==> config.mk <==
export PLATFORM = sky130hd
export DESIGN_NAME = ring_window_min_max_tracker_flat
export DESIGN_NICKNAME = d
export VERILOG_FILES = /design/src/rwmm_pkg.sv /design/src/rwmm_if.sv /design/src/rwmm_ram.sv /design/src/rwmm_ctrl.sv /design/src/rwmm_dpath.sv /design/src/ring_window_min_max_tracker.sv /design/src/flat_wrapper.sv
export VERILOG_INCLUDE_DIRS = /design/src /design/src/src
export SDC_FILE = /design/constraint.sdc
export NUM_CORES = 2
export LEC_CHECK = 0
export BUFFER_PORTS_ARGS = -buffer_cell sky130_fd_sc_hd__buf_2
export CAP_MARGIN = 20
export CORE_MARGIN = 1
export CORE_UTILIZATION = 62
export DETAILED_ROUTE_END_ITERATION = 16
export PLACE_DENSITY = 0.85
export SETUP_SLACK_MARGIN = 0.3
export SKIP_LAST_GASP = 1
export SLEW_MARGIN = 10
export SYNTH_ARGS = -nofsm -noshare
export SYNTH_HDL_FRONTEND = slang
export SYNTH_SLANG_ARGS = --single-unit
==> constraint.sdc <==
create_clock -name clock -period 6.55 [get_ports clock]
set_input_delay 0.655 -clock clock [delete_from_list [all_inputs] [get_ports clock]]
set_output_delay 0.655 -clock clock [all_outputs]
set_load 0.02 [all_outputs]
==> src/ring_window_min_max_tracker_assert.svh <==
// Assertion macros shared by the tracker RTL.
`ifndef RING_WINDOW_MIN_MAX_TRACKER_ASSERT_SVH
`define RING_WINDOW_MIN_MAX_TRACKER_ASSERT_SVH
`ifndef SYNTHESIS
`define RWMM_ASSERT(label, clk, rst, prop, msg) \
   label: assert property (@(posedge clk) disable iff (rst) prop) else $error(msg);
`define RWMM_ASSERT_IMPL(label, clk, rst, ante, cons, msg) \
   label: assert property (@(posedge clk) disable iff (rst) (ante) |-> (cons)) else $error(msg);
`else
`define RWMM_ASSERT(label, clk, rst, prop, msg)
`define RWMM_ASSERT_IMPL(label, clk, rst, ante, cons, msg)
`endif
`endif

==> src/rwmm_pkg.sv <==
package rwmm_pkg;

   localparam int RWMM_DEPTH = 32;
   localparam int DATA_W     = 32;
   localparam int POS_W      = 10;
   localparam int FUNC_W     = 2;

   // empty-ring markers for the held extremes
   localparam logic signed [DATA_W-1:0] SENT_MAX = 32'sh8000_0000;
   localparam logic signed [DATA_W-1:0] SENT_MIN = 32'sh7FFF_FFFF;

   typedef enum logic [FUNC_W-1:0] {
      FUNC_WRITE = 2'd0,
      FUNC_READ  = 2'd1,
      FUNC_CLEAR = 2'd2
   } func_type;

   typedef struct packed {
      logic accept;
      logic fetch;
      logic eval;
      logic scan;
      logic sweep;
      logic load_rsp;
   } cmd_type;

   typedef struct packed {
      logic is_write;
      logic is_read;
      logic is_clear;
      logic bad_pos;
      logic rescan;
      logic scan_done;
      logic sweep_done;
   } stat_type;

endpackage

==> src/rwmm_if.sv <==
interface rwmm_req_if import rwmm_pkg::*; ();
   logic                     valid;
   logic                     ready;
   logic [FUNC_W-1:0]        func;
   logic [POS_W-1:0]         position;
   logic signed [DATA_W-1:0] sample;

   modport source (output valid, output func, output position, output sample, input ready);
   modport sink (input valid, input func, input position, input sample, output ready);
endinterface

interface rwmm_rsp_if import rwmm_pkg::*; ();
   logic                     valid;
   logic                     ready;
   logic signed [DATA_W-1:0] read_value;
   logic signed [DATA_W-1:0] current_max;
   logic signed [DATA_W-1:0] current_min;
   logic                     range_error;

   modport source (output valid, output read_value, output current_max, output current_min,
                   output range_error, input ready);
   modport sink (input valid, input read_value, input current_max, input current_min,
                 input range_error, output ready);
endinterface

interface rwmm_csr_if import rwmm_pkg::*; ();
   logic valid;
   logic ready;
   logic auto_shift;

   modport source (output valid, output auto_shift, input ready);
   modport sink (input valid, input auto_shift, output ready);
endinterface

==> src/rwmm_ram.sv <==
module rwmm_ram #(
   parameter int WIDTH = 32,
   parameter int DEPTH = 32,
   localparam int AW = $clog2(DEPTH)
) (
   input  logic             clock,
   input  logic             wr_en,
   input  logic [AW-1:0]    wr_addr,
   input  logic [WIDTH-1:0] wr_data,
   input  logic             rd_en,
   input  logic [AW-1:0]    rd_addr,
   output logic [WIDTH-1:0] rd_data
);

   logic [WIDTH-1:0] mem_ff [DEPTH];
   logic [WIDTH-1:0] rd_data_ff;

   always_ff @(posedge clock) begin
      if (wr_en) begin
         mem_ff[wr_addr] <= wr_data;
      end
      if (rd_en) begin
         rd_data_ff <= mem_ff[rd_addr];
      end
   end

   assign rd_data = rd_data_ff;

endmodule

==> src/rwmm_ctrl.sv <==
`include "ring_window_min_max_tracker_assert.svh"

module rwmm_ctrl import rwmm_pkg::*; (
   input  logic     clock,
   input  logic     reset,
   input  logic     req_valid,
   output logic     req_ready,
   output logic     rsp_valid,
   input  logic     rsp_ready,
   output cmd_type  cmd,
   input  stat_type stat
);

   typedef enum logic [6:0] {
      S_IDLE  = 7'b0000001,
      S_FETCH = 7'b0000010,
      S_EVAL  = 7'b0000100,
      S_SCAN  = 7'b0001000,
      S_SWEEP = 7'b0010000,
      S_INIT  = 7'b0100000,
      S_EMIT  = 7'b1000000
   } state_type;

   state_type state_ff, state_in;
   logic      rsp_valid_ff, rsp_valid_in;
   logic      accept;

   assign req_ready = (state_ff == S_IDLE);
   assign accept    = req_ready & req_valid;
   assign rsp_valid = rsp_valid_ff;

   always_comb begin
      cmd.accept   = accept;
      cmd.fetch    = (state_ff == S_FETCH);
      cmd.eval     = (state_ff == S_EVAL);
      cmd.scan     = (state_ff == S_SCAN);
      cmd.sweep    = (state_ff == S_SWEEP) || (state_ff == S_INIT);
      cmd.load_rsp = (state_ff == S_EMIT) && (!rsp_valid_ff || rsp_ready);
   end

   always_comb begin
      state_in = state_ff;
      unique case (state_ff)
         S_IDLE: begin
            if (accept) begin
               priority if (stat.bad_pos) begin
                  state_in = S_EMIT;
               end else if (stat.is_write || stat.is_read) begin
                  state_in = S_FETCH;
               end else if (stat.is_clear) begin
                  state_in = S_SWEEP;
               end else begin
                  state_in = S_EMIT;
               end
            end
         end
         S_FETCH: state_in = S_EVAL;
         S_EVAL: begin
            state_in = stat.rescan ? S_SCAN : S_EMIT;
         end
         S_SCAN: begin
            if (stat.scan_done) state_in = S_EMIT;
         end
         S_SWEEP: begin
            if (stat.sweep_done) state_in = S_EMIT;
         end
         S_INIT: begin
            if (stat.sweep_done) state_in = S_IDLE;
         end
         S_EMIT: begin
            if (cmd.load_rsp) state_in = S_IDLE;
         end
         default: state_in = S_IDLE;
      endcase
   end

   // hold the result until taken; a new load replaces a taken one
   always_comb begin
      priority if (cmd.load_rsp) begin
         rsp_valid_in = 1'b1;
      end else if (rsp_ready) begin
         rsp_valid_in = 1'b0;
      end else begin
         rsp_valid_in = rsp_valid_ff;
      end
   end

   always_ff @(posedge clock) begin
      if (reset) begin
         state_ff     <= S_INIT;
         rsp_valid_ff <= 1'b0;
      end else begin
         state_ff     <= state_in;
         rsp_valid_ff <= rsp_valid_in;
      end
   end

   `RWMM_ASSERT(a_one_request_in_flight, clock, reset, accept |=> !req_ready, "second request taken before result")
   `RWMM_ASSERT(a_result_from_emit, clock, reset, $rose(rsp_valid_ff) |-> $past(state_ff == S_EMIT), "result raised outside emit")

endmodule

==> src/rwmm_dpath.sv <==
`include "ring_window_min_max_tracker_assert.svh"

module rwmm_dpath import rwmm_pkg::*; #(
   parameter int DEPTH = RWMM_DEPTH
) (
   input  logic                     clock,
   input  logic                     reset,
   input  cmd_type                  cmd,
   output stat_type                 stat,
   input  logic [FUNC_W-1:0]        req_func,
   input  logic [POS_W-1:0]         req_position,
   input  logic signed [DATA_W-1:0] req_sample,
   input  logic                     csr_write,
   input  logic                     csr_auto_shift,
   output logic signed [DATA_W-1:0] rsp_read_value,
   output logic signed [DATA_W-1:0] rsp_current_max,
   output logic signed [DATA_W-1:0] rsp_current_min,
   output logic                     rsp_range_error
);

   localparam int AW = $clog2(DEPTH);
   localparam int CW = $clog2(DEPTH + 1);
   localparam logic [AW:0]   DEPTH_S  = DEPTH[AW:0];
   localparam logic [AW-1:0] LAST_IDX = AW'(DEPTH - 1);
   localparam logic [CW-1:0] CNT_LAST = CW'(DEPTH - 1);
   localparam logic [CW-1:0] CNT_END  = CW'(DEPTH);

   logic                     is_write, is_read, is_clear, pos_ok;
   logic [AW-1:0]            pos_idx, head_step, head_next, slot_next;
   logic [AW:0]              slot_sum;

   logic [AW-1:0]            head_ff, slot_ff;
   logic                     auto_shift_ff, op_write_ff;
   logic signed [DATA_W-1:0] sample_ff, max_ff, min_ff;
   logic signed [DATA_W-1:0] pend_read_ff;
   logic                     pend_err_ff;
   logic                     rescan_max_ff, rescan_min_ff;
   logic signed [DATA_W-1:0] acc_max_ff, acc_min_ff;
   logic [CW-1:0]            cnt_ff;
   logic signed [DATA_W-1:0] rsp_read_ff, rsp_max_ff, rsp_min_ff;
   logic                     rsp_err_ff;

   logic                     ram_wr_en, ram_rd_en;
   logic [AW-1:0]            ram_wr_addr, ram_rd_addr;
   logic [DATA_W-1:0]        ram_wr_data, ram_rd_raw;
   logic signed [DATA_W-1:0] ram_rd;
   logic                     eq_max, eq_min, scan_first;
   logic signed [DATA_W-1:0] fold_max, fold_min;

   // request decode
   assign is_write = (req_func == FUNC_WRITE);
   assign is_read  = (req_func == FUNC_READ);
   assign is_clear = (req_func == FUNC_CLEAR);
   assign pos_ok   = (32'(req_position) < DEPTH);
   assign pos_idx  = req_position[AW-1:0];

   // head steps back with wrap on an in-range write with auto-shift set, then slot = head + position mod DEPTH
   assign head_step = (head_ff == '0) ? LAST_IDX : head_ff - 1'b1;
   assign head_next = (is_write && pos_ok && auto_shift_ff) ? head_step : head_ff;
   assign slot_sum  = {1'b0, head_next} + {1'b0, pos_idx};
   assign slot_next = (slot_sum >= DEPTH_S) ? AW'(slot_sum - DEPTH_S) : slot_sum[AW-1:0];

   assign ram_rd = ram_rd_raw;
   assign eq_max = (ram_rd == max_ff);
   assign eq_min = (ram_rd == min_ff);

   assign scan_first = (cnt_ff == CW'(1));
   assign fold_max   = (scan_first || ram_rd > acc_max_ff) ? ram_rd : acc_max_ff;
   assign fold_min   = (scan_first || ram_rd < acc_min_ff) ? ram_rd : acc_min_ff;

   always_comb begin
      stat.is_write   = is_write;
      stat.is_read    = is_read;
      stat.is_clear   = is_clear;
      stat.bad_pos    = (is_write || is_read) && !pos_ok;
      stat.rescan     = cmd.eval && op_write_ff && (eq_max || eq_min);
      stat.scan_done  = cmd.scan && (cnt_ff == CNT_END);
      stat.sweep_done = cmd.sweep && (cnt_ff == CNT_LAST);
   end

   // memory port steering
   assign ram_wr_en   = cmd.sweep || (cmd.eval && op_write_ff);
   assign ram_wr_addr = cmd.sweep ? cnt_ff[AW-1:0] : slot_ff;
   assign ram_wr_data = cmd.sweep ? '0 : sample_ff;
   assign ram_rd_en   = cmd.fetch || (cmd.scan && (cnt_ff < CNT_END));
   assign ram_rd_addr = cmd.scan ? cnt_ff[AW-1:0] : slot_ff;

   rwmm_ram #(
      .WIDTH (DATA_W),
      .DEPTH (DEPTH)
   ) u_ring (
      .clock   (clock),
      .wr_en   (ram_wr_en),
      .wr_addr (ram_wr_addr),
      .wr_data (ram_wr_data),
      .rd_en   (ram_rd_en),
      .rd_addr (ram_rd_addr),
      .rd_data (ram_rd_raw)
   );

   always_ff @(posedge clock) begin
      if (reset) begin
         head_ff       <= '0;
         auto_shift_ff <= 1'b0;
         op_write_ff   <= 1'b0;
         max_ff        <= SENT_MAX;
         min_ff        <= SENT_MIN;
         cnt_ff        <= '0;
      end else begin
         if (csr_write) auto_shift_ff <= csr_auto_shift;
         cnt_ff <= (cmd.scan || cmd.sweep) ? cnt_ff + 1'b1 : '0;
         if (cmd.accept) begin
            head_ff     <= head_next;
            op_write_ff <= is_write && pos_ok;
            if (is_clear) begin
               max_ff <= SENT_MAX;
               min_ff <= SENT_MIN;
            end
         end
         if (cmd.eval && op_write_ff) begin
            if (sample_ff > max_ff) max_ff <= sample_ff;
            if (sample_ff < min_ff) min_ff <= sample_ff;
         end
         // the scan result replaces an evicted extreme
         if (stat.scan_done) begin
            if (rescan_max_ff) max_ff <= fold_max;
            if (rescan_min_ff) min_ff <= fold_min;
         end
      end
   end

   always_ff @(posedge clock) begin
      if (cmd.accept) begin
         slot_ff      <= slot_next;
         sample_ff    <= req_sample;
         pend_read_ff <= '0;
         pend_err_ff  <= stat.bad_pos;
      end
      if (cmd.eval) begin
         if (op_write_ff) begin
            rescan_max_ff <= eq_max;
            rescan_min_ff <= eq_min;
         end else begin
            pend_read_ff <= ram_rd;
         end
      end
      if (cmd.scan && cnt_ff != '0) begin
         acc_max_ff <= fold_max;
         acc_min_ff <= fold_min;
      end
      if (cmd.load_rsp) begin
         rsp_read_ff <= pend_read_ff;
         rsp_max_ff  <= max_ff;
         rsp_min_ff  <= min_ff;
         rsp_err_ff  <= pend_err_ff;
      end
   end

   assign rsp_read_value  = rsp_read_ff;
   assign rsp_current_max = rsp_max_ff;
   assign rsp_current_min = rsp_min_ff;
   assign rsp_range_error = rsp_err_ff;

   `RWMM_ASSERT(a_extremes_ordered, clock, reset, (max_ff >= min_ff) || (max_ff == SENT_MAX && min_ff == SENT_MIN), "held maximum below held minimum")
   `RWMM_ASSERT_IMPL(a_head_steps_back, clock, reset, head_ff != $past(head_ff), (head_ff == $past(head_ff) - 1'b1) || ($past(head_ff) == '0 && head_ff == LAST_IDX), "head moved by more than one slot")
   `RWMM_ASSERT_IMPL(a_scan_has_cause, clock, reset, stat.scan_done, rescan_max_ff || rescan_min_ff, "scan finished with no evicted extreme")

endmodule

==> src/ring_window_min_max_tracker.sv <==
// Range errors and unused funcs skip the RAM; reads and writes fetch and evaluate a slot,
//   a write that evicts a held extreme also rescans the ring, and a clear sweeps it.
// Throughput: one request in flight; the next can be taken once its result is registered,
//   also while that result waits. The extreme rescan reads all DEPTH slots through the one RAM read port.
// Reset: synchronous; a sweep zeroes the ring, no request is taken meanwhile,
//   configuration writes are taken at any time outside reset.
module ring_window_min_max_tracker import rwmm_pkg::*; #(
   parameter int DEPTH = RWMM_DEPTH
) (
   input logic        clock,
   input logic        reset,
   rwmm_req_if.sink   req_bus,
   rwmm_rsp_if.source rsp_bus,
   rwmm_csr_if.sink   csr_bus
);

   cmd_type  cmd;
   stat_type stat;

   assign csr_bus.ready = 1'b1;

   rwmm_ctrl u_ctrl (
      .clock     (clock),
      .reset     (reset),
      .req_valid (req_bus.valid),
      .req_ready (req_bus.ready),
      .rsp_valid (rsp_bus.valid),
      .rsp_ready (rsp_bus.ready),
      .cmd       (cmd),
      .stat      (stat)
   );

   rwmm_dpath #(
      .DEPTH (DEPTH)
   ) u_dpath (
      .clock           (clock),
      .reset           (reset),
      .cmd             (cmd),
      .stat            (stat),
      .req_func        (req_bus.func),
      .req_position    (req_bus.position),
      .req_sample      (req_bus.sample),
      .csr_write       (csr_bus.valid),
      .csr_auto_shift  (csr_bus.auto_shift),
      .rsp_read_value  (rsp_bus.read_value),
      .rsp_current_max (rsp_bus.current_max),
      .rsp_current_min (rsp_bus.current_min),
      .rsp_range_error (rsp_bus.range_error)
   );

endmodule
==> src/flat_wrapper.sv <==
// flat-port wrapper written by rule: the top's interface ports become plain ports
module ring_window_min_max_tracker_flat import rwmm_pkg::*;
#(
   parameter int DEPTH = RWMM_DEPTH
)
  (clock, reset, req_bus_valid, req_bus_func, req_bus_position, req_bus_sample, req_bus_ready, rsp_bus_valid, rsp_bus_read_value, rsp_bus_current_max, rsp_bus_current_min, rsp_bus_range_error, rsp_bus_ready, csr_bus_valid, csr_bus_auto_shift, csr_bus_ready);
  rwmm_req_if req_bus_i ();
  rwmm_rsp_if rsp_bus_i ();
  rwmm_csr_if csr_bus_i ();
  input logic clock;
  input logic reset;
  input wire logic [$bits(req_bus_i.valid)-1:0] req_bus_valid;
  input wire logic [$bits(req_bus_i.func)-1:0] req_bus_func;
  input wire logic [$bits(req_bus_i.position)-1:0] req_bus_position;
  input wire logic [$bits(req_bus_i.sample)-1:0] req_bus_sample;
  output wire logic [$bits(req_bus_i.ready)-1:0] req_bus_ready;
  output wire logic [$bits(rsp_bus_i.valid)-1:0] rsp_bus_valid;
  output wire logic [$bits(rsp_bus_i.read_value)-1:0] rsp_bus_read_value;
  output wire logic [$bits(rsp_bus_i.current_max)-1:0] rsp_bus_current_max;
  output wire logic [$bits(rsp_bus_i.current_min)-1:0] rsp_bus_current_min;
  output wire logic [$bits(rsp_bus_i.range_error)-1:0] rsp_bus_range_error;
  input wire logic [$bits(rsp_bus_i.ready)-1:0] rsp_bus_ready;
  input wire logic [$bits(csr_bus_i.valid)-1:0] csr_bus_valid;
  input wire logic [$bits(csr_bus_i.auto_shift)-1:0] csr_bus_auto_shift;
  output wire logic [$bits(csr_bus_i.ready)-1:0] csr_bus_ready;
  assign req_bus_i.valid = req_bus_valid;
  assign req_bus_i.func = req_bus_func;
  assign req_bus_i.position = req_bus_position;
  assign req_bus_i.sample = req_bus_sample;
  assign req_bus_ready = req_bus_i.ready;
  assign rsp_bus_valid = rsp_bus_i.valid;
  assign rsp_bus_read_value = rsp_bus_i.read_value;
  assign rsp_bus_current_max = rsp_bus_i.current_max;
  assign rsp_bus_current_min = rsp_bus_i.current_min;
  assign rsp_bus_range_error = rsp_bus_i.range_error;
  assign rsp_bus_i.ready = rsp_bus_ready;
  assign csr_bus_i.valid = csr_bus_valid;
  assign csr_bus_i.auto_shift = csr_bus_auto_shift;
  assign csr_bus_ready = csr_bus_i.ready;
  ring_window_min_max_tracker #(.DEPTH(DEPTH)) u_core (.clock(clock), .reset(reset), .req_bus(req_bus_i), .rsp_bus(rsp_bus_i), .csr_bus(csr_bus_i));
endmodule
# Yosys cells after proc, flatten, opt, wreduce, memory -nomap -nowiden
# Memory sizes are Yosys's and may differ from the RTL's. A register that Yosys moved wholly into a read port is not among the register bits.
# Index checks and enable logic that the tools add are counted.
# op_classes
n_eq_ne	19
shifts	0
div	0
magnitude_cmp	7
muxes	37
n_mul	0
add_sub_neg	4
reduce_logical	28
bitwise	2
# ops
op	n
$mux 32	18
$eq 32x32->1	2
$gt 32x32->1	2
$lt 32x32->1	2
$mux 7	9
$pmux 7 s7	1
$mux 5	5
$logic_and 1x1->1	10
$lt 10x6->1 const B	1
$ne 2x1->1 const B	5
$sub 5x1->5 const B	2
$logic_or 1x1->1	9
$eq 7x1->1 const B	1
$eq 7x2->1 const B	1
$eq 7x3->1 const B	1
$eq 7x4->1 const B	1
$eq 7x5->1 const B	1
$eq 7x6->1 const B	1
$eq 7x7->1 const B	1
$add 5x5->6	1
$add 6x1->6 const B	1
$eq 6x1->1 const B	1
$eq 6x5->1 const B	1
$eq 6x6->1 const B	1
15 further kinds	19
# word_totals
reg_bits	318
n_memories	1
word_cells	118
output_inout_bits	100
in_bits	50
ramBits	1024
latchBits	0
rom_bits	0
# memory_table
name	words	width	rd	rd_ports_with_merged_regs	wr	line_no	source
u_core.u_dpath.u_ring.mem_ff	32	32	1	1	1	rwmm_ram.sv:15	logic [WIDTH-1:0] mem_ff [DEPTH];

# Logic depth before layout (Yosys ltp)
# depth
word_depth	7
depth_mapped	14

# Cells and area by module
# A second synthesis with hierarchy kept.
# unflattened
cells_unflattened	3790
hier_area_um2	57234.9
# modules_own_cells
module	seq_area_each_um2	instances	area_per_inst_um2	cells_per_inst
rwmm_ram	31710.4	1	40811.6	2260
rwmm_dpath	8217.9	1	15815.2	1450
rwmm_ctrl	160.2	1	596.8	78
ring_window_min_max_tracker	0.0	1	11.3	2

# Worst setup path before layout
# No wires, ideal clock.
# synth_timing
path_type	register to register
start	register u_core.u_ctrl.state_ff[2]
end	register u_core.u_dpath.rsp_max_ff[0] (netlist: u_core.u_dpath.rsp_current_max[0]), enable pin
path_stages_with_launch	4
path_buffers	0
slack_ns	0.784
arrival_time_ns	5.201
cell_sequence	dfxtp_1 -> nor4_1 -> nand3_1 -> nor2b_1
# synth_via
elab_chain_cells	2
# synth_lines
element	line_no	source
from (decl)	rwmm_ctrl.sv:24	state_type state_ff, state_in;
from (signal assigned)	rwmm_ctrl.sv:93	state_ff <= state_in;
$eq 7x7->1	rwmm_ctrl.sv:38	cmd.load_rsp = (state_ff == S_EMIT) && (!rsp_valid_ff || rsp_ready);
$logic_and 1x1->1	rwmm_ctrl.sv:38	
to (signal assigned)	rwmm_dpath.sv:153	rsp_max_ff <= max_ff;
to (decl)	rwmm_dpath.sv:40	logic signed [DATA_W-1:0] rsp_read_ff, rsp_max_ff, rsp_min_ff;
# No other way between the ends.
# A chain may end at the register's enable or synchronous reset.

# Worst setup path after layout
# layout_timing
start	register u_core.u_ctrl.state_ff[0]
end	memory u_core.u_dpath.u_ring.mem_ff[7][8], enable pin
# layout_via
elab_chain_cells	5
word_cells_on_any_way	9
# layout_lines
element	line_no	source
$eq 7x5->1 (tied with other cells)	rwmm_ctrl.sv:37	cmd.sweep = (state_ff == S_SWEEP) || (state_ff == S_INIT);
$logic_or 1x1->1 or $logic_and 1x1->1 (tied branches)	rwmm_ctrl.sv:37, rwmm_dpath.sv:82	
$logic_or 1x1->1	rwmm_dpath.sv:82	assign ram_wr_en = cmd.sweep || (cmd.eval && op_write_ff);
$mux 1	rwmm_ram.sv:19	if (wr_en) begin
$mux 1 (not written as such)	rwmm_ram.sv:20	mem_ff[wr_addr] <= wr_data;
to (decl)	rwmm_ram.sv:15	
# Parallel ways exist; a longest one is shown, timed or not.

==> impl_metrics.json <==
{
  "syn_area_per_cell_sq_um": 13.38,
  "final_cell_area_sq_um": 64210,
  "cts_tree": "done",
  "power_switching_mw": 3.991,
  "netlist_instances": 4270,
  "crit_type": "flop to flop",
  "cap_violations": 0,
  "status": "finished clean",
  "p_int_mw": 14.30,
  "dr.first_iter.drc_count": 6552,
  "p_leak_nw": 22.65,
  "postRouteAntennaNets": 0,
  "ys_warn_count": 0,
  "worst_pin_slew_ps": 1206,
  "fp.coreArea_sq_um": 90560,
  "yosysSeqAreaShare": 0.7019,
  "remaining_drc_errors": 0,
  "insertion_delay_ps": 760,
  "grt_pass1_vias": 38145,
  "combPwrFrac": 0.042,
  "final_nets": 4608,
  "min_from": "req_bus_sample[25]",
  "cts_made_buffers": 137,
  "p_clk_frac": 0.417,
  "synthArstFlopShare": 0,
  "grt_overflow": 0,
  "viasPerCell": 6.808,
  "arrival_ps": 4870,
  "report.final.setup_viol": 0,
  "clock_skew_ps": 32.48,
  "dr.pass1.iters": 6,
  "cts_hold_buffers": 0,
  "wire_per_inst_um": 28.09,
  "period_share": 0.6779,
  "cp-start-kind": "flop",
  "startpoint": "u_core.u_ctrl.state_ff[0]$_SDFFE_PP0P_",
  "fin_crit_ps": 4440,
  "ys.flop_type": "edfxtp_1",
  "ys_ff_latch": 1374,
  "cts_repair_resize_count": 0,
  "vdd_drop_max_uv": 239.1,
  "hold_viol": 0,
  "powerDensity_nw_per_um2": 284.9,
  "antenna_found_initial": 3,
  "grt.met3_usage": 0.08001,
  "switching_share": 0.2182,
  "synth_cell_types": 65,
  "fin_cells": 5705,
  "dp_hpwl_um": 91640,
  "r2r_end": "u_core.u_dpath.u_ring.mem_ff[7][8]$_DFFE_PP_",
  "cts_setup_buffers": 0,
  "r2r_cells": 8,
  "syn-num-nets": 4455,
  "cts.clk_slew.worst_paths_ps": 60,
  "die_y_um": 305.5,
  "setup_tns_ps": 0,
  "port_buffers": 148,
  "area_growth_pct": 12.43,
  "cp.required_ps": 6980,
  "place_congestion": 1.010,
  "max-clock-path-buffers": 3,
  "cts.sinks": 1374,
  "end_kind": "flop",
  "place_ws_ps": 2094,
  "syn_area_sq_um": 57110,
  "min_path_type": "input port to flop",
  "r2r_setup_slack_ps": 2110,
  "dieWidth_um": 305.5,
  "dp.cells": 5440,
  "p_seq_frac": 0.541,
  "busiest_layer": "met2",
  "use_met2": 0.5301,
  "row_count": 110,
  "endpoint": "u_core.u_dpath.u_ring.mem_ff[7][8]$_DFFE_PP_",
  "cts_root_buf": "clkbuf_16",
  "synth_edf_count": 1257,
  "worst_slack_ps": 2110,
  "grt_pass1_wl_um": 233300,
  "track_usage": 0.3387,
  "drive_above_1_share": 0.1308,
  "io_pins": 150,
  "htree_num_levels": 4,
  "dpl_cell_area_sq_um": 59540,
  "slew_violations": 0,
  "via_count": 38841,
  "grt_use_met1": 0.4197,
  "clock.fmax_mhz": 225.2,
  "initial_utilization": 0.6306,
  "crit_path_max_fanout": 40,
  "relSlewSlack": 0.1963,
  "worstReg2RegStart": "u_core.u_ctrl.state_ff[0]$_SDFFE_PP0P_",
  "rsz0062_at_grt": "false",
  "dieArea_sq_um": 93330,
  "wl_um": 160300,
  "hold_ws_ps": 66.24,
  "grt_max_degree": 188
}
## logic make-up (layout without fill, tap and decap cells)
kind of cell,count (synthesis),in the layout,synth area share
simple gates,1600,1600,0.1220
flops,1374,1374,0.7019
compound gates,504,504,0.06888
buf+inv,385,642,0.02828
mux,195,195,0.03753
fa+ha+maj,135,135,0.02971
xor+xnor,76,76,0.01165
other cells,1,3,0.00006566
## sequential cells by signal, indices dropped and copies added (netlist names), 7 cells and up
signal	count
u_core.u_dpath.max_ff	32
u_core.u_dpath.rsp_read_value	32
u_core.u_dpath.u_ring.rd_data	32
u_core.u_dpath.pend_read_ff	32
u_core.u_ctrl.state_ff	7
u_core.u_dpath.u_ring.mem_ff	1024
u_core.u_dpath.rsp_current_max	32
u_core.u_dpath.rsp_current_min	32
u_core.u_dpath.sample_ff	32
u_core.u_dpath.min_ff	32
u_core.u_dpath.acc_max_ff	32
u_core.u_dpath.acc_min_ff	32
## final cells by class
type                            instances  area [sq um]
Fill cell                            5371         26350
Tap cell                             1176          1471
Clock inverter                         62         571.8
Sequential cell                      1374         40090
Clock buffer                          181          3739
Antenna cell                            2         5.005
Multi-Input combinational cell       2511         15880
Inverter                              147         551.8
Timing Repair Buffer                  252          1906
## worst max-delay path, stage by stage (launching register included)
cell      delay (ps)
dfxtp_1          360
nor2_1           180
nor4b_1          780
o21ai_4          220
buf_12           250
a21oi_1          510
nand2b_1         410
nor2_4           960
buf_4            400
## worst min path at each step
| stage | depth (start not counted) | endpoint |
|---|---|---|
| floorplan | 0 | u_core.u_dpath.rsp_range_error$_DFFE_PP_ |
| global placement | 0 | u_core.u_dpath.rsp_range_error$_DFFE_PP_ |
| detailed placement | 0 | u_core.u_dpath.rsp_range_error$_DFFE_PP_ |
| CTS | 1 | u_core.u_dpath.sample_ff[25]$_DFFE_PP_ |
| global route | 1 | u_core.u_dpath.sample_ff[11]$_DFFE_PP_ |
| finish | 1 | u_core.u_dpath.sample_ff[25]$_DFFE_PP_ |
## cells in the mapped netlist, drive strengths merged, types with 48 or more instances
master | n | area share
a21oi | 67 | 0.0059
a31oi | 106 | 0.012
a32oi | 96 | 0.015
buf | 104 | 0.0098
clkbuf | 134 | 0.0088
dfxtp | 117 | 0.041
edfxtp | 1257 | 0.66
ha | 134 | 0.029
inv | 147 | 0.0097
mux2 | 63 | 0.014
mux2i | 132 | 0.023
nand2 | 895 | 0.059
nand3 | 343 | 0.030
nand4 | 58 | 0.0064
nor2 | 147 | 0.0097
nor3 | 48 | 0.0042
xor2 | 67 | 0.010
## power by group through the flow
| stage | Clock [mW] | Combinational [mW] | Sequential [mW] |
|---|---|---|---|
| after floorplan | 0 | 0.389 | 10.1 |
| after global routing | 7.95 | 0.801 | 9.90 |
| after global placement | 0 | 0.654 | 10.1 |
| after detailed placement | 0 | 0.689 | 10.1 |
| after CTS | 7.62 | 0.697 | 9.90 |
| final | 7.63 | 0.773 | 9.90 |
## cells in the final DEF, fill, tap and decap left out, types with 13 or more instances in the layout
master,instances
nor2_1,111
a21oi_1,64
clkinv_1,30
mux2i_1,129
clkbuf_1,34
a32oi_1,96
buf_8,18
nor2_4,32
ha_1,134
a31oi_1,101
o31a_1,32
a22o_1,32
mux2_4,30
nand3_1,342
edfxtp_1,1257
nor4_1,22
buf_4,67
nand4_1,58
inv_1,146
o21ai_0,26
nand2_1,894
mux2_2,33
a311oi_1,31
clkbuf_16,142
a2111oi_2,29
and2_1,38
buf_2,149
a21o_1,13
xor2_1,67
a221oi_1,35
dfxtp_1,117
nor3_1,48
## per-layer routing
| layer | vias to the layer above | part of all wire |
|---|---|---|
| met5 | - | 0.000056 |
| met1 | 18544 | 0.33 |
| li1 | 16214 | - |
| met2 | 3339 | 0.46 |
| met3 | 742 | 0.13 |
| met4 | 2 | 0.074 |
## per-stage QoR
step                total power, mW  utilization
global route                  18.65       0.7090
floorplan                     10.45            -
detailed placement            10.77       0.6574
CTS                           18.21       0.7050
finish                        18.30       0.7090
global placement              10.73       0.6561
Note: power is estimated with default switching activity, not from simulation.
